<file path="src/hw/rtl/gem_pkg.sv">
// ----------------------------------------------------------------------------
// gem_pkg
// Shared constants, types and state encodings of the edge magnitude stream.
// ----------------------------------------------------------------------------
package gem_pkg;

    localparam int MaxWidth  = 2048;
    localparam int MaxHeight = 2048;
    localparam int ColW      = $clog2(MaxWidth);
    localparam int RowW      = $clog2(MaxHeight);
    localparam int SizeW     = 12;
    localparam int PixW      = 8;
    localparam int GradW     = 12;
    localparam int SumW      = 23;
    localparam int RootSteps = 8;

    localparam logic [16:0] GrayCoefR = 17'd19595;
    localparam logic [16:0] GrayCoefG = 17'd38470;
    localparam logic [16:0] GrayCoefB = 17'd7471;

    localparam logic [SizeW-1:0] SizeMin   = SizeW'(3);
    localparam logic [SizeW-1:0] WidthMax  = SizeW'(MaxWidth);
    localparam logic [SizeW-1:0] HeightMax = SizeW'(MaxHeight);

    localparam logic [1:0] OpSobel   = 2'd0;
    localparam logic [1:0] OpPrewitt = 2'd1;

    localparam logic [1:0] RegWidth  = 2'd0;
    localparam logic [1:0] RegHeight = 2'd1;
    localparam logic [1:0] RegMode   = 2'd2;

    typedef enum logic [1:0] {F_IDLE, F_UPD, F_PUSH} t_fstate;
    typedef enum logic [2:0] {B_IDLE, B_GRAD, B_SQR, B_ROOT, B_EMIT} t_bstate;

    typedef struct packed {
        logic [SizeW-1:0] w_last;
        logic [SizeW-1:0] h_last;
        logic [1:0]       mode;
    } t_cfg;

    // one transaction's worth of work for the back end
    typedef struct packed {
        logic [8:0][PixW-1:0] win;
        logic [PixW-1:0]      gray;
        logic [RowW-1:0]      row;
        logic [ColW-1:0]      col;
        logic [3:0]           emit;
        logic                 border0;
        logic [1:0]           mode;
    } t_job;

    typedef struct packed {
        logic full;
        logic empty;
    } t_qstat;

endpackage

</file>
<file path="src/hw/rtl/gem_queue.sv">
// ----------------------------------------------------------------------------
// gem_queue
// Two-entry job queue between front and back.
// ----------------------------------------------------------------------------
module gem_queue (
    input  logic            i_clk,
    input  logic            i_rst_n,
    input  logic            i_push,
    input  gem_pkg::t_job   i_job,
    input  logic            i_pop,
    output gem_pkg::t_job   o_job,
    output gem_pkg::t_qstat o_qstat
);

    gem_pkg::t_job r_mem [2];
    logic       r_wp, r_rp;
    logic [1:0] r_cnt;

    assign o_job         = r_mem[r_rp];
    assign o_qstat.full  = (r_cnt == 2'd2);
    assign o_qstat.empty = (r_cnt == 2'd0);

    always_ff @(posedge i_clk) begin
        if (!i_rst_n) begin
            r_wp  <= 1'b0;
            r_rp  <= 1'b0;
            r_cnt <= '0;
        end else begin
            if (i_push) r_wp <= ~r_wp;
            if (i_pop)  r_rp <= ~r_rp;
            r_cnt <= r_cnt + {1'b0, i_push} - {1'b0, i_pop};
        end
    end

    always_ff @(posedge i_clk) begin
        if (i_push) r_mem[r_wp] <= i_job;
    end

endmodule

</file>
<file path="config.mk">
export PLATFORM = sky130hd
export DESIGN_NAME = gem_queue
export DESIGN_NICKNAME = d
export VERILOG_FILES = /design/src/hw/rtl/gem_pkg.sv /design/src/hw/rtl/gem_queue.sv
export SDC_FILE = /design/constraint.sdc
export NUM_CORES = 1
export LEC_CHECK = 0
export BUFFER_PORTS_ARGS = -buffer_cell sky130_fd_sc_hd__buf_2
export CORE_MARGIN = 4
export CORE_UTILIZATION = 40
export DETAILED_ROUTE_END_ITERATION = 10
export RECOVER_POWER = 25
export SLEW_MARGIN = 15
export SYNTH_ARGS = -nofsm -noshare
export SYNTH_HDL_FRONTEND = slang
export SYNTH_SLANG_ARGS = --single-unit
</file>
<file path="constraint.sdc">
create_clock -name i_clk -period 14 [get_ports i_clk]
set_clock_uncertainty 0.15 [all_clocks]
set_input_delay 4.2 -clock i_clk [delete_from_list [all_inputs] [get_ports i_clk]]
set_output_delay 4.2 -clock i_clk [all_outputs]
set_load 0.02 [all_outputs]
</file>
==> flow_summary.yaml <==
clock_tree:
  cts_max_level: 1
  cts-buffers-inserted: 23
  max-clock-path-buffers: 3
  cts.sinks: 223
  cts-resized-gates: 0
  cts_setup_buffers: 0
  clk_pin_slew_ps: 60
  cts_tree: "built"
  ctsHoldBuffers: 0
  clockRootBuffer: "clkbuf_16"
  clk_latency_ps: 490
power_and_ir_drop:
  p_leak_uw: 0.00375
  power_density_mw_per_mm2: 147
  vdd_drop_max_mv: 0.102
floorplanning:
  ios: 224
  die_h_um: 150
  core_mm2: 0.0197
  rows: 51
  die_w_um: 150
  die_area_mm2: 0.0226
  initial_core_util: 0.412
worst_setup_path:
  worstPathMaxFanout: 64
  cp-start-kind: "flip-flop"
  required_ps: 9650
  worstSetupEndpointType: "output port"
  worstReg2RegStart: "r_wp"
  critPathArrivalTime_ps: 2720
  path_class: "flip-flop to output port"
synth:
  synth_area_mm2: 0.00812
  synthTopCellsByCount: "edfxtp_1 (218), mux2_2 (99), mux2_4 (10)"
  syn_avg_cell_area_um2: 22.5
  yosysUniqueCellTypes: 14
  yosys_most_used_dff: "edfxtp_1"
  synth_area_leaders: "edfxtp_1 (81%), mux2_2 (14%), mux2_4 (1.9%)"
  async_reset_ff_frac: 0
  syn_nets: 475
  synth_largest_area_cell: "edfxtp_1"
  synthCells: 360
  synth.ff_latch_count: 223
  yosysTopAreaCellShare: 0.807
  ys_seq_area_frac: 0.819
  synth.most_common_cell: "edfxtp_1"
  synth_edf_count: 218
  yosysWarnings: 0
final_layout:
  regArea_mm2: 0.00665
  multiInputGateArea_mm2: 0.00139
  antenna-diode-count: 0
  final_net_count: 715
  fillers: 1611
  drive_above_1_share: 0.557
  syn2layout_area_growth_pct: 25.1
grt:
  antenna_found_initial: 2
  track_usage: 0.129
  grt_max_degree: 65
  grt_pass1_wl_mm: 23.0
  grt_pass1_vias: 4394
  overflow: 0
routing:
  wl_mm: 15.5
  antenna_left: 0
  drtIter0Drc: 148
  routedWlPerCell_um: 17.6
  drt_pre_antenna_iters: 4
  drc_errors: 0
  viasPerCell: 4.68
  vias: 4122
place:
  port_buffers: 223
  dp_hpwl_mm: 10.3
  pre_cts_slack_ps: 7360
  gp_congestion: 0.737
timing:
  setup_slack_ps: 6930
  setup_tns_ps: 0
  slew-limit-headroom: 0.399
  hold_slack_ps: 424
  final-max-slew-violation-count: 0
  min_period_ps: 7070
  rsz0062_at_grt: "no"
  max_freq_ghz: 0.141
  timing.final.crit_share: 0.505
  tightest_slew_ps: 902
  finalSetupViolCount: 0
  hold_violations: 0
hold_path:
  hp-class: "flip-flop to flip-flop"
  holdCritStartpoint: "r_rp"
outcome:
  outcome: "finished, final reports clean"
run:
  cap_viol_max_count: 0
## critical path, stage by stage (launching register included)
cell     delay (ps)
dfxtp_4         940
buf_4           650
mux2_2          430
buf_2           160
## per-stage QoR
step | cells | instance area (um2) | total power, uW | utilization
3_3_place_gp | 840 | 9530 | 973 | 0.483
3_5_place_dp | 840 | 9530 | 977 | 0.483
2_1_floorplan | 360 | 8120 | 913 | -
6_report | 881 | 10200 | 1490 | 0.515
4_1_cts | 881 | 10200 | 1520 | 0.517
5_1_grt | 881 | 10200 | 1560 | 0.515
## path summary, 6_finish.rpt
path              depth (start not counted)  slack (ps)             to
hold / removal                            2         420      flip-flop
setup reg to reg                          2       11640  r_mem[1][108]
setup / recovery                          3        6930      o_job[69]
hold reg to reg                           2         420      flip-flop
## cell families (layout without fill, tap and decap cells)
family / Yosys count / after routing / synth area share
adders and majority gates: 2 / 2 / 0.00308
buffers and inverters: 14 / 270 / 0.0106
DFF: 223 / 223 / 0.819
xor gates and xnor gates: 2 / 2 / 0.00385
AOI/OAI and AO/OA: 1 / 1 / 0.000925
and+or+nand+nor: 9 / 9 / 0.00663
muxes: 109 / 109 / 0.156
## sequential cells by signal, summed over array words and instances (netlist names), named ones only
name	flops
r_mem	218
r_wp	1
r_cnt	2
r_rp	1
## placed cells by master, fill, tap and decap left out, drive strengths merged
master / instances
and2: 4
buf: 201
clkbuf: 54
clkinv: 11
clkinvlp: 1
dfxtp: 5
edfxtp: 218
ha: 2
inv: 3
mux2: 109
nor2: 1
nor2b: 4
o21a: 1
xnor3: 1
xor2: 1
## per-layer routing
layer	track usage	part of all wire	up-vias
li1	-	-	1910
met1	0.157	0.39	2003
met2	0.220	0.49	170
met3	0.0421	0.096	35
met4	0.0393	0.023	4
met5	0	0.0017	-
## where the power goes
group / internal (uW) / total, uW / switching, uW
logic: 72.4 / 170 / 97.5
registers: 773 / 788 / 15.5
clock network: 301 / 532 / 231
total: 1150 / 1490 / 344
## area by class of cell
class,count,share of cell area
clock buffer,28,0.0585
clock inverter,13,0.00628
inverter,2,0.000739
multi-input combinational,123,0.137
sequential,223,0.655
tap,265,0.0327
timing repair buffer,227,0.110
No activity file was read; power rests on OpenSTA's default activity.
