**src/hw/rtl/gem_pkg.sv**
```systemverilog
// ----------------------------------------------------------------------------
// gem_pkg
// Shared constants, types and state encodings of the edge magnitude stream.
// ----------------------------------------------------------------------------
package gem_pkg;

    localparam int MaxWidth  = 2048;
    localparam int MaxHeight = 2048;
    localparam int ColW      = $clog2(MaxWidth);
    localparam int RowW      = $clog2(MaxHeight);
    localparam int SizeW     = 12;
    localparam int PixW      = 8;
    localparam int GradW     = 12;
    localparam int SumW      = 23;
    localparam int RootSteps = 8;

    localparam logic [16:0] GrayCoefR = 17'd19595;
    localparam logic [16:0] GrayCoefG = 17'd38470;
    localparam logic [16:0] GrayCoefB = 17'd7471;

    localparam logic [SizeW-1:0] SizeMin   = SizeW'(3);
    localparam logic [SizeW-1:0] WidthMax  = SizeW'(MaxWidth);
    localparam logic [SizeW-1:0] HeightMax = SizeW'(MaxHeight);

    localparam logic [1:0] OpSobel   = 2'd0;
    localparam logic [1:0] OpPrewitt = 2'd1;

    localparam logic [1:0] RegWidth  = 2'd0;
    localparam logic [1:0] RegHeight = 2'd1;
    localparam logic [1:0] RegMode   = 2'd2;

    typedef enum logic [1:0] {F_IDLE, F_UPD, F_PUSH} t_fstate;
    typedef enum logic [2:0] {B_IDLE, B_GRAD, B_SQR, B_ROOT, B_EMIT} t_bstate;

    typedef struct packed {
        logic [SizeW-1:0] w_last;
        logic [SizeW-1:0] h_last;
        logic [1:0]       mode;
    } t_cfg;

    // one transaction's worth of work for the back end
    typedef struct packed {
        logic [8:0][PixW-1:0] win;
        logic [PixW-1:0]      gray;
        logic [RowW-1:0]      row;
        logic [ColW-1:0]      col;
        logic [3:0]           emit;
        logic                 border0;
        logic [1:0]           mode;
    } t_job;

    typedef struct packed {
        logic full;
        logic empty;
    } t_qstat;

endpackage

```
**src/hw/rtl/gem_back.sv**
```systemverilog
// ----------------------------------------------------------------------------
// gem_back
// Gradient, magnitude (iterative square root) and result sequencing.
// ----------------------------------------------------------------------------
module gem_back (
    input  logic                          i_clk,
    input  logic                          i_rst_n,
    input  gem_pkg::t_job                 i_job,
    input  gem_pkg::t_qstat               i_qstat,
    output logic                          o_pop,
    output logic                          o_out_valid,
    input  logic                          i_out_stall,
    output logic [gem_pkg::PixW-1:0]      o_pixel_value,
    output logic [gem_pkg::RowW-1:0]      o_out_row,
    output logic [gem_pkg::ColW-1:0]      o_out_col,
    output logic                          o_is_border,
    output logic                          o_last_of_run
);

    gem_pkg::t_bstate r_state, n_state;
    gem_pkg::t_job    r_job;

    logic signed [gem_pkg::GradW-1:0] r_gx, r_gy, gx, gy;
    logic [gem_pkg::SumW-1:0] r_sum;
    logic [15:0] r_v, r_bit;
    logic [16:0] r_res, trial;
    logic [2:0]  r_step;
    logic [3:0]  r_pend, sel;
    logic [gem_pkg::PixW-1:0] mag;
    logic        slot_free;
    logic signed [2*gem_pkg::GradW-1:0] sqx, sqy;

    localparam logic [2:0] LastStep = 3'(gem_pkg::RootSteps - 1);

    function automatic logic signed [gem_pkg::GradW-1:0] px(input logic [gem_pkg::PixW-1:0] v);
        px = gem_pkg::GradW'($signed({1'b0, v}));
    endfunction

    always_comb begin
        logic [8:0][gem_pkg::PixW-1:0] w;
        w = r_job.win;
        case (r_job.mode)
            gem_pkg::OpSobel: begin
                gx = (px(w[2]) + (px(w[5]) <<< 1) + px(w[8]))
                   - (px(w[0]) + (px(w[3]) <<< 1) + px(w[6]));
                gy = (px(w[0]) + (px(w[1]) <<< 1) + px(w[2]))
                   - (px(w[6]) + (px(w[7]) <<< 1) + px(w[8]));
            end
            gem_pkg::OpPrewitt: begin
                gx = (px(w[2]) + px(w[5]) + px(w[8])) - (px(w[0]) + px(w[3]) + px(w[6]));
                gy = (px(w[0]) + px(w[1]) + px(w[2])) - (px(w[6]) + px(w[7]) + px(w[8]));
            end
            default: begin
                gx = px(w[4]) - px(w[8]);
                gy = px(w[5]) - px(w[7]);
            end
        endcase
    end

    assign sqx   = r_gx * r_gx;
    assign sqy   = r_gy * r_gy;
    assign trial = r_res + {1'b0, r_bit};

    assign slot_free = !o_out_valid || !i_out_stall;

    always_comb begin
        sel = 4'b0;
        if (r_pend[0])      sel = 4'b0001;
        else if (r_pend[1]) sel = 4'b0010;
        else if (r_pend[2]) sel = 4'b0100;
        else if (r_pend[3]) sel = 4'b1000;
    end

    always_comb begin
        n_state = r_state;
        o_pop   = 1'b0;
        case (r_state)
            gem_pkg::B_IDLE: begin
                if (!i_qstat.empty) begin
                    o_pop = 1'b1;
                    n_state = (i_job.emit[0] && !i_job.border0) ? gem_pkg::B_GRAD
                                                                 : gem_pkg::B_EMIT;
                end
            end
            gem_pkg::B_GRAD: n_state = gem_pkg::B_SQR;
            gem_pkg::B_SQR:  n_state = gem_pkg::B_ROOT;
            gem_pkg::B_ROOT: begin
                if (r_step == LastStep) n_state = gem_pkg::B_EMIT;
            end
            gem_pkg::B_EMIT: begin
                if (slot_free && (r_pend & ~sel) == 4'b0) n_state = gem_pkg::B_IDLE;
            end
            default: n_state = gem_pkg::B_IDLE;
        endcase
    end

    always_ff @(posedge i_clk) begin
        if (!i_rst_n) begin
            r_state     <= gem_pkg::B_IDLE;
            r_pend      <= '0;
            o_out_valid <= 1'b0;
        end else begin
            r_state <= n_state;
            if (o_pop) r_pend <= i_job.emit;
            if (r_state == gem_pkg::B_EMIT && slot_free) begin
                r_pend      <= r_pend & ~sel;
                o_out_valid <= 1'b1;
            end else if (!i_out_stall) begin
                o_out_valid <= 1'b0;
            end
        end
    end

    always_ff @(posedge i_clk) begin
        if (o_pop) r_job <= i_job;
        if (r_state == gem_pkg::B_GRAD) begin
            r_gx <= gx;
            r_gy <= gy;
        end
        if (r_state == gem_pkg::B_SQR) begin
            r_sum  <= gem_pkg::SumW'(sqx) + gem_pkg::SumW'(sqy);
            r_v    <= 16'(gem_pkg::SumW'(sqx) + gem_pkg::SumW'(sqy));
            r_res  <= '0;
            r_bit  <= 16'h4000;
            r_step <= '0;
        end
        if (r_state == gem_pkg::B_ROOT) begin
            if ({1'b0, r_v} >= trial) begin
                r_v   <= 16'({1'b0, r_v} - trial);
                r_res <= (r_res >> 1) + {1'b0, r_bit};
            end else begin
                r_res <= r_res >> 1;
            end
            r_bit  <= r_bit >> 2;
            r_step <= r_step + 1'b1;
        end
        if (r_state == gem_pkg::B_EMIT && slot_free) begin
            o_last_of_run <= (r_pend & ~sel) == 4'b0;
            case (sel)
                4'b0001: begin
                    o_pixel_value <= r_job.border0 ? r_job.win[4] : mag;
                    o_out_row     <= r_job.row - 1'b1;
                    o_out_col     <= r_job.col - 1'b1;
                    o_is_border   <= r_job.border0;
                end
                4'b0010: begin
                    o_pixel_value <= r_job.win[5];
                    o_out_row     <= r_job.row - 1'b1;
                    o_out_col     <= r_job.col;
                    o_is_border   <= 1'b1;
                end
                4'b0100: begin
                    o_pixel_value <= r_job.win[7];
                    o_out_row     <= r_job.row;
                    o_out_col     <= r_job.col - 1'b1;
                    o_is_border   <= 1'b1;
                end
                default: begin
                    o_pixel_value <= r_job.gray;
                    o_out_row     <= r_job.row;
                    o_out_col     <= r_job.col;
                    o_is_border   <= 1'b1;
                end
            endcase
        end
    end

    // magnitude saturates once the squared sum reaches 2^16
    assign mag = (r_sum >= gem_pkg::SumW'(65536)) ? 8'hFF : r_res[7:0];

endmodule

```
**config.mk**
```make
export PLATFORM = sky130hd
export DESIGN_NAME = gem_back
export DESIGN_NICKNAME = d
export VERILOG_FILES = /design/src/hw/rtl/gem_pkg.sv /design/src/hw/rtl/gem_back.sv
export SDC_FILE = /design/constraint.sdc
export NUM_CORES = 1
export LEC_CHECK = 0
export BUFFER_PORTS_ARGS = -buffer_cell sky130_fd_sc_hd__clkbuf_2
export CAP_MARGIN = 25
export CORE_MARGIN = 4
export CORE_UTILIZATION = 50
export CTS_BUF_LIST = sky130_fd_sc_hd__clkbuf_8
export DETAILED_ROUTE_END_ITERATION = 8
export MAX_ROUTING_LAYER = met4
export PLACE_DENSITY = 0.71
export SLEW_MARGIN = 20
export SYNTH_ARGS = -nofsm -noshare
export SYNTH_HDL_FRONTEND = slang
export SYNTH_SLANG_ARGS = --single-unit
```
**constraint.sdc**
```tcl
create_clock -name i_clk -period 17.07 [get_ports i_clk]
set_input_delay 1.707 -clock i_clk [delete_from_list [all_inputs] [get_ports i_clk]]
set_output_delay 1.707 -clock i_clk [all_outputs]
set_load 0.03 [all_outputs]
```
==> metrics.cfg, run 1 <==
[drt]
totalWireLength_um=50800
dr.first_iter.drc_count=835
antenna_left=0
via_count=15600
avgViaCountPerCell=5.15
drc_errors=0
wl_per_cell_um=16.8
first_pass_iters=7

[yosys]
yosysWarnings=0
yosysTopAreaCell=fa_1
synth_edf_count=195
synth-seq-area-share_pct=26.2
synth.most_common_cell=inv_1
syn_nets=2944
syn_area_mm2=0.0242
synth-seq-cells=220
synthCells=2241
synthArstFlopShare_pct=0
ys_top_cells_by_area=fa_1 (33%), edfxtp_1 (24%), ha_1 (10%)
synth_ff_type=edfxtp_1
yosys.area.top_type_share_pct=32.7
synth.distinct_cells=67
synth_common_cells=inv_1 (506), fa_1 (396), edfxtp_1 (195)
syn_avg_cell_area_um2=10.8

[sta]
tightest_slew_ns=0.875
finalMaxSlewViolations=0
finalCritPeriodShare_pct=41.7
slew_headroom_pct=41.7
skew_ns=0.0104
finalSetupViolations=0
fmax_ghz=0.140
fin_setup_tns_ns=0
period_minus_slack_ns=7.12
rsz0062_at_grt=false
hold_slack_ns=0.485
finalHoldViolations=0

[floorplanning]
top_level_ports=148
die-width_um=228
rows=80
fp.dieArea_mm2=0.0521
die_y_um=228
core_mm2=0.0478
start_util_pct=50.6

[finish]
nets=3086
areaGrowthSynthToFinish_pct=8.39
fin_util_pct=54.9
num-fill-cells=4061
drive_above_1_share_pct=9.26

[global_routing]
grt_util_met1_pct=26.0
use_met3_pct=2.71
overflow=0
met2_usage_pct=35.7
grt_pass1_wl_um=85500
grt_pass1_vias=17000
antenna_found_initial=2
grt_max_degree=73
busiest_layer=met2
grt.total_usage_pct=20.7

[critical_path]
r2r_start=r_gy[11]$_DFFE_PP_
start_kind=register
crit_start=r_gy[11]$_DFFE_PP_
r2r-end=r_sum[22]$_DFFE_PP_
cp.arrival_ns=7.47
r2r_cells=19
crit_type=register to register
cp-end-kind=register
crit_required_ns=17.41
r2r_slack_ns=9.95
endpoint=r_sum[22]$_DFFE_PP_
worstPathMaxFanout=22

[status]
status=complete, no violations

[cts]
path_clk_slew_ns=0.07
cts_root_buffer=clkbuf_8
cts_tree=yes
cts_htree_levels=1
insertion_delay_ns=0.61
cts_setup_buffers=0
cts_buffers=31
ctsResizeCount=0
cts_buffer_depth=3
hold_buffers=0
clock_sinks=220

[placed_design]
hpwl_um=43800
gp_congestion=0.924
io_buffer_count=146

[run]
max_cap_viol_count=0

[hold_path]
hold_path.class=register to register
hold_depth=2

==> per-layer routing <==
layer / vias to the layer above / routed length, um
li1: 7408 / -
met4: 0 / 1310
met3: 96 / 2930
met5: - / 0
met2: 412 / 25600
met1: 7659 / 20900
==> worst max-delay path, cell delays in order (launching register included) <==
cell and delay, ns:
edfxtp_1 0.91, nand2_1 0.26, fa_1 0.89, inv_1 0.15, fa_1 0.54, fa_1 0.45
fa_1 0.58, fa_1 0.47, fa_1 0.50, inv_1 0.05, fa_1 0.47, inv_1 0.05
ha_1 0.35, o21ai_0 0.15, nand2_1 0.09, nand4b_1 0.11, o21ai_0 0.35, nand3_1 0.15
o21ai_0 0.24, xnor2_1 0.10
==> placed cells by master, fill, tap and decap left out, types with 8 or more instances in the layout <==
cell      Yosys  layout
inv_1       506     516
fa_1        396     396
edfxtp_1    195     195
ha_1        193     193
clkbuf_2      0     146
nand2_1     128     128
nor2_1      116     116
a21oi_1      92      91
xnor2_1      90      90
xor2_1       57      57
and2_1       51      51
o21ai_0      49      49
mux2i_1      35      35
a21o_1       34      34
clkbuf_8      0      33
nor2b_1      30      29
dfxtp_1      25      25
nor3_1       21      21
o21bai_1     18      18
nand2b_1     16      16
a31oi_1      15      15
a211oi_1     14      14
nand3_1      10      10
o221ai_1      9       9
buf_4         1       9
o21a_1        8       8
==> sequential cells by signal (all words and copies together), names as in the netlist, 3 cells and up <==
register	flops
o_out_col	11
o_out_row	11
o_pixel_value	8
r_bit	8
r_gx	12
r_gy	12
r_job	105
r_pend	4
r_res	17
r_state	3
r_step	3
r_sum	7
r_v	16
==> cell families (layout without fill, tap and decap cells) <==
logic type / after synthesis / count (layout) / synth area share [%]
simple gates: 410 / 410 / 8.08
xor+xnor: 147 / 147 / 5.31
flops: 220 / 220 / 26.2
compound gates: 283 / 283 / 7.45
mux: 38 / 38 / 1.59
buf+inv: 553 / 720 / 8.63
other cells: 0 / 2 / 0
fa+ha+maj: 590 / 590 / 42.7
==> worst min-delay path by stage <==
stage,start,end,slack [ns]
2_1_floorplan,r_pend[3]$_SDFFE_PN0P_,r_pend[3]$_SDFFE_PN0P_,0.46
3_5_place_dp,r_pend[3]$_SDFFE_PN0P_,r_pend[3]$_SDFFE_PN0P_,0.48
3_3_place_gp,r_pend[3]$_SDFFE_PN0P_,r_pend[3]$_SDFFE_PN0P_,0.48
6_report,r_pend[3]$_SDFFE_PN0P_,r_pend[3]$_SDFFE_PN0P_,0.49
4_1_cts,r_pend[3]$_SDFFE_PN0P_,r_pend[3]$_SDFFE_PN0P_,0.49
5_1_grt,r_pend[3]$_SDFFE_PN0P_,r_pend[3]$_SDFFE_PN0P_,0.53
==> per-stage QoR <==
stage | setup WS, ns | cell area [um^2] | instances
6_report | 9.95 | 26300 | 3025
4_1_cts | 9.88 | 26300 | 3023
3_3_place_gp | 9.98 | 25600 | 2965
5_1_grt | 9.53 | 26300 | 3025
3_5_place_dp | 9.91 | 25600 | 2965
2_1_floorplan | 2.55 | 24200 | 2241
==> cell type report <==
type	instances	area (um^2)	share of cell area (%)
well taps	615	769	2.93
clock inverters	25	170	0.648
multi-input cells	1468	15800	60.2
diodes	2	5.00	0.0191
inverters	507	1900	7.25
flip-flops and latches	220	6360	24.2
clock buffers	33	454	1.73
repair buffers	155	798	3.04
Power of run 1 is left out: the tool's default activity adds up to more than one toggle a clock period on the data nets, which glitch-free logic cannot reach.
==> inputs of run 2 (changes only) <==
==> constraint.sdc (replaced) <==
create_clock -name i_clk -period 7.3 [get_ports i_clk]
set_input_delay 0.73 -clock i_clk [delete_from_list [all_inputs] [get_ports i_clk]]
set_output_delay 0.73 -clock i_clk [all_outputs]
set_load 0.03 [all_outputs]
==> metrics.cfg, run 2 (same netlist as run 1, synthesis figures left out) <==
[global_routing]
grt.total_usage_pct=21.1
overflow=0
grt_pass1_vias=17300
antenna_found_initial=3
grt_pass1_wl_um=87300
grt_max_degree=112

[cts]
path_clk_slew_ns=0.06
cts_root_buffer=clkbuf_8
cts_tree=yes
clock_sinks=220
cts_buffer_depth=3
ctsResizeCount=0
cts_setup_buffers=0
cts_buffers=34
cts_htree_levels=2
hold_buffers=0
insertion_delay_ns=0.55

[drt]
wl_met2_um=26300
wl_met3_um=2380
drc_errors=0
avgViaCountPerCell=5.15
wl_per_cell_um=17.0
totalWireLength_um=51900
antenna_left=0
via_count=15700
routed.top_layer=met4
first_pass_iters=5
dr.first_iter.drc_count=718
met1_length_um=21700

[placed_design]
dpl_cell_area_mm2=0.0258
gp_congestion=0.936
io_buffer_count=146
hpwl_um=44300

[critical_path]
slowest_stage=edfxtp_1
cp-end-kind=register
critPathMaxStageDelay_ns=0.70
r2r_slack_ns=0.44
worstPathMaxFanout=12
crit_required_ns=7.56
endpoint=r_sum[22]$_DFFE_PP_
r2r-end=r_sum[22]$_DFFE_PP_
path_common_cell=fa_1
path_cells=nand2_1 -> fa_1 -> inv_1 -> fa_1 -> inv_1 -> fa_1 -> inv_1 -> fa_1 -> fa_1 -> fa_1 -> inv_1 -> fa_1 -> inv_1 -> ha_1 -> nand3_1 -> nor2_1 -> a211oi_1 -> o211a_1 -> o21ai_0 -> nand3_1 -> o21ai_0 -> xnor2_1
crit_type=register to register
start_kind=register
r2r_cells=22
crit_start=r_gx[7]$_DFFE_PP_
r2r_start=r_gx[7]$_DFFE_PP_
cp.arrival_ns=7.12

[sta]
slew_headroom_pct=48.2
period_minus_slack_ns=6.86
fin_setup_tns_ns=0
finalSetupViolations=0
rsz0062_at_grt=false
fmax_ghz=0.146
tightest_slew_ns=0.776
skew_ns=0.0311
finalHoldViolations=0
finalCritPeriodShare_pct=93.9
finalMaxSlewViolations=0

[finish]
fin_area_mm2=0.0265
final_cell_mix=inv_1 (513), fa_1 (396), edfxtp_1 (195)
areaGrowthSynthToFinish_pct=9.30
nets=3108
layout_commonest_cell=inv_1
largest_registers=r_job: 105 flops, r_res: 17 flops, r_v: 16 flops
drive_above_1_share_pct=10.2
largest_reg_flops=105
largest_register=r_job

[run]
max_cap_viol_count=0

[floorplanning]
core_mm2=0.0478
top_level_ports=148
die_y_um=228
fp.dieArea_mm2=0.0521
start_util_pct=50.6
die-width_um=228
rows=80

[status]
status=complete, no violations

[hold_path]
hold_path.class=input pin to register

-- run 2: cell types whose count changed in the layout (fill, tap and decap cells not counted), moves of 2 or more --
cell,delta
buf_4,+18
clkbuf_8,+3
clkinv_2,+2
clkinvlp_4,-2
inv_1,-3
-- run 2: critical path: cells and delay by family (launching register included) --
family | cells | cell delay [ns]
compound gates | 4 | 0.93
xor+xnor | 1 | 0.13
fa+ha+maj | 8 | 3.96
buf+inv | 5 | 0.26
flops | 1 | 0.70
simple gates | 4 | 0.58
-- run 2: metal layers --
metal / GRT usage [%] / up-vias
met2: 36.1 / 348
met4: 6.07 / 0
met5: - / -
li1: - / 7444
met1: 26.4 / 7816
met3: 3.21 / 95
-- run 2: area by class of cell --
class | count | area (um^2)
antenna | 3 | 7.51
clock buffer | 36 | 495
sequential | 220 | 6360
fill | 4087 | 21400
timing repair buffer | 174 | 953
clock inverter | 25 | 183
multi-input combinational | 1468 | 15800
inverter | 507 | 1900
tap | 615 | 769
-- run 2: through the flow --
step           hold slack, ns  util, %  std cells  setup WS [ns]
2_1_floorplan           0.456        -       2241          0.931
3_3_place_gp            0.476     53.9       2984          0.584
3_5_place_dp            0.488     53.9       2984          0.540
4_1_cts                 0.309     55.3       3045          0.466
5_1_grt                 0.316     55.4       3048          0.214
6_report                0.355     55.4       3048          0.443
-- run 2: how the worst min path moves through the flow --
stage	startpoint	end	slack, ns	cells past startpoint
after floorplan	r_pend[3]$_SDFFE_PN0P_	r_pend[3]$_SDFFE_PN0P_	0.46	2
after global placement	r_pend[3]$_SDFFE_PN0P_	r_pend[3]$_SDFFE_PN0P_	0.48	2
after detailed placement	r_pend[3]$_SDFFE_PN0P_	r_pend[3]$_SDFFE_PN0P_	0.49	2
after CTS	i_job[71]	r_job[71]$_DFFE_PP_	0.31	1
after global routing	i_job[62]	r_job[62]$_DFFE_PP_	0.32	1
final	i_job[71]	r_job[71]$_DFFE_PP_	0.35	1
Power of run 2 is left out for the same reason.
==> inputs of run 3 (changes only) <==
--- a/config.mk
+++ b/config.mk
@@ -5,14 +5,15 @@
 export SDC_FILE = /design/constraint.sdc
 export NUM_CORES = 1
 export LEC_CHECK = 0
-export BUFFER_PORTS_ARGS = -buffer_cell sky130_fd_sc_hd__clkbuf_2
 export CAP_MARGIN = 25
+export CORE_ASPECT_RATIO = 1.25
 export CORE_MARGIN = 4
 export CORE_UTILIZATION = 50
 export CTS_BUF_LIST = sky130_fd_sc_hd__clkbuf_8
 export DETAILED_ROUTE_END_ITERATION = 8
+export DONT_BUFFER_PORTS = 1
 export MAX_ROUTING_LAYER = met4
-export PLACE_DENSITY = 0.71
+export PLACE_DENSITY = 0.68
 export SLEW_MARGIN = 20
 export SYNTH_ARGS = -nofsm -noshare
 export SYNTH_HDL_FRONTEND = slang
==> metrics.cfg, run 3 (same netlist as run 1, synthesis figures left out) <==
[cts]
ctsResizeCount=0
cts_buffers=30
insertion_delay_ns=0.63
clock_sinks=220
hold_buffers=0
cts_setup_buffers=0
cts_htree_levels=1
cts_buffer_depth=3
cts_root_buffer=clkbuf_8
cts_tree=yes
path_clk_slew_ns=0.08

[global_routing]
grt.total_usage_pct=21.5
grt_util_met1_pct=24.0
grt_pass1_vias=17100
met2_usage_pct=39.5
grt_max_degree=63
overflow=0
use_met3_pct=3.31
busiest_layer=met2
antenna_found_initial=5
grt_pass1_wl_um=86200

[drt]
drc_errors=0
via_count=15200
totalWireLength_um=52800
antenna_left=0
dr.first_iter.drc_count=648
wl_per_cell_um=18.1
avgViaCountPerCell=5.20
first_pass_iters=5

[sta]
tightest_slew_ns=0.784
fmax_ghz=0.147
rsz0062_at_grt=false
period_minus_slack_ns=6.78
fin_setup_tns_ns=0
finalMaxSlewViolations=0
finalSetupViolations=0
finalCritPeriodShare_pct=92.9
finalHoldViolations=0
hold_slack_ns=0.192
slew_headroom_pct=47.7
skew_ns=0.0464

[placed_design]
gp_congestion=0.890
hpwl_um=45400
io_buffer_count=0
dpl.cell_count=2867

[finish]
drive_above_1_share_pct=4.65
final_cells=2924
final_cell_mix=inv_1 (508), fa_1 (396), edfxtp_1 (195)
areaGrowthSynthToFinish_pct=6.51
largest_register=r_job
largest_reg_flops=105
multi_input_area_mm2=0.0158
layout_commonest_cell=inv_1
num-fill-cells=4079
fin_util_pct=54.3
largest_registers=r_job: 105 flops, r_res: 17 flops, r_v: 16 flops
nets=2965
ff_latch_area_mm2=0.00636

[status]
status=complete, no violations

[hold_path]
worst_hold_path.endpoint=r_job[2]$_DFFE_PP_
hold_depth=0
min_from=i_job[2]
hold_path.class=input pin to register

[critical_path]
cp.arrival_ns=7.11
r2r-end=r_sum[22]$_DFFE_PP_
crit_required_ns=7.63
start_kind=register
worstPathMaxFanout=8
cp-end-kind=register
crit_type=register to register
r2r_slack_ns=0.52
r2r_start=r_gy[3]$_DFFE_PP_
r2r_cells=19

[floorplanning]
die_y_um=254
die-width_um=205
fp.dieArea_mm2=0.0521
core_mm2=0.0475
start_util_pct=51.0
rows=89
top_level_ports=148

[run]
max_cap_viol_count=0

run 3: cell types whose count changed in the layout (fill, tap and decap cells not counted), sizes merged, moves of 2 or more:
cell / previous run / this run
clkbuf: 182 / 30
buf: 28 / 35
inv: 514 / 509
bufinv: 2 / 5
clkinv: 15 / 13
diode: 3 / 5
run 3: worst max path at each step:
| stage | endpoint | from | cells after the start | slack (ns) |
|---|---|---|---|---|
| floorplan | r_sum[22]$_DFFE_PP_ | r_gy[11]$_DFFE_PP_ | 21 | 0.93 |
| global placement | r_sum[22]$_DFFE_PP_ | r_gy[0]$_DFFE_PP_ | 20 | 0.60 |
| detailed placement | r_sum[22]$_DFFE_PP_ | r_gy[6]$_DFFE_PP_ | 22 | 0.61 |
| CTS | r_sum[22]$_DFFE_PP_ | r_gy[3]$_DFFE_PP_ | 19 | 0.54 |
| global route | r_sum[22]$_DFFE_PP_ | r_gy[3]$_DFFE_PP_ | 19 | 0.21 |
| finish | r_sum[22]$_DFFE_PP_ | r_gy[3]$_DFFE_PP_ | 19 | 0.52 |
run 3: cell type report:
class	count	share of cell area [%]
clock inverter	22	0.960
multi-input combinational	1468	61.3
sequential	220	24.6
inverter	507	7.37
timing repair buffer	35	1.02
clock buffer	30	1.60
antenna	5	0.0485
tap	637	3.09
run 3: critical path, stage by stage, from the launching register on:
cell and delay (ns):
edfxtp_1 0.72, inv_1 0.36, nor2_1 0.31, fa_1 0.49, fa_1 0.50, fa_1 0.59, fa_1 0.46, fa_1 0.47
fa_1 0.50, inv_1 0.06, fa_1 0.49, inv_1 0.05, ha_1 0.36, o21ai_0 0.15, nand2_1 0.10, nand4b_1 0.09
o21ai_0 0.35, nand3_1 0.15, o21ai_0 0.21, xnor2_1 0.10
run 3: through the flow:
| step | setup slack, ns | area (um^2) |
|---|---|---|
| floorplan | 0.931 | 24200 |
| global placement | 0.599 | 25100 |
| detailed placement | 0.606 | 25100 |
| CTS | 0.539 | 25800 |
| global route | 0.214 | 25800 |
| finish | 0.517 | 25800 |
run 3: per-layer routing:
layer	vias to the layer above	share of wire [%]	wire length [um]
li1	7160	-	-
met1	7585	38	20100
met2	334	54	28400
met3	130	4.2	2240
met4	0	3.8	2020
met5	-	0	0
Power of run 3 is left out for the same reason.
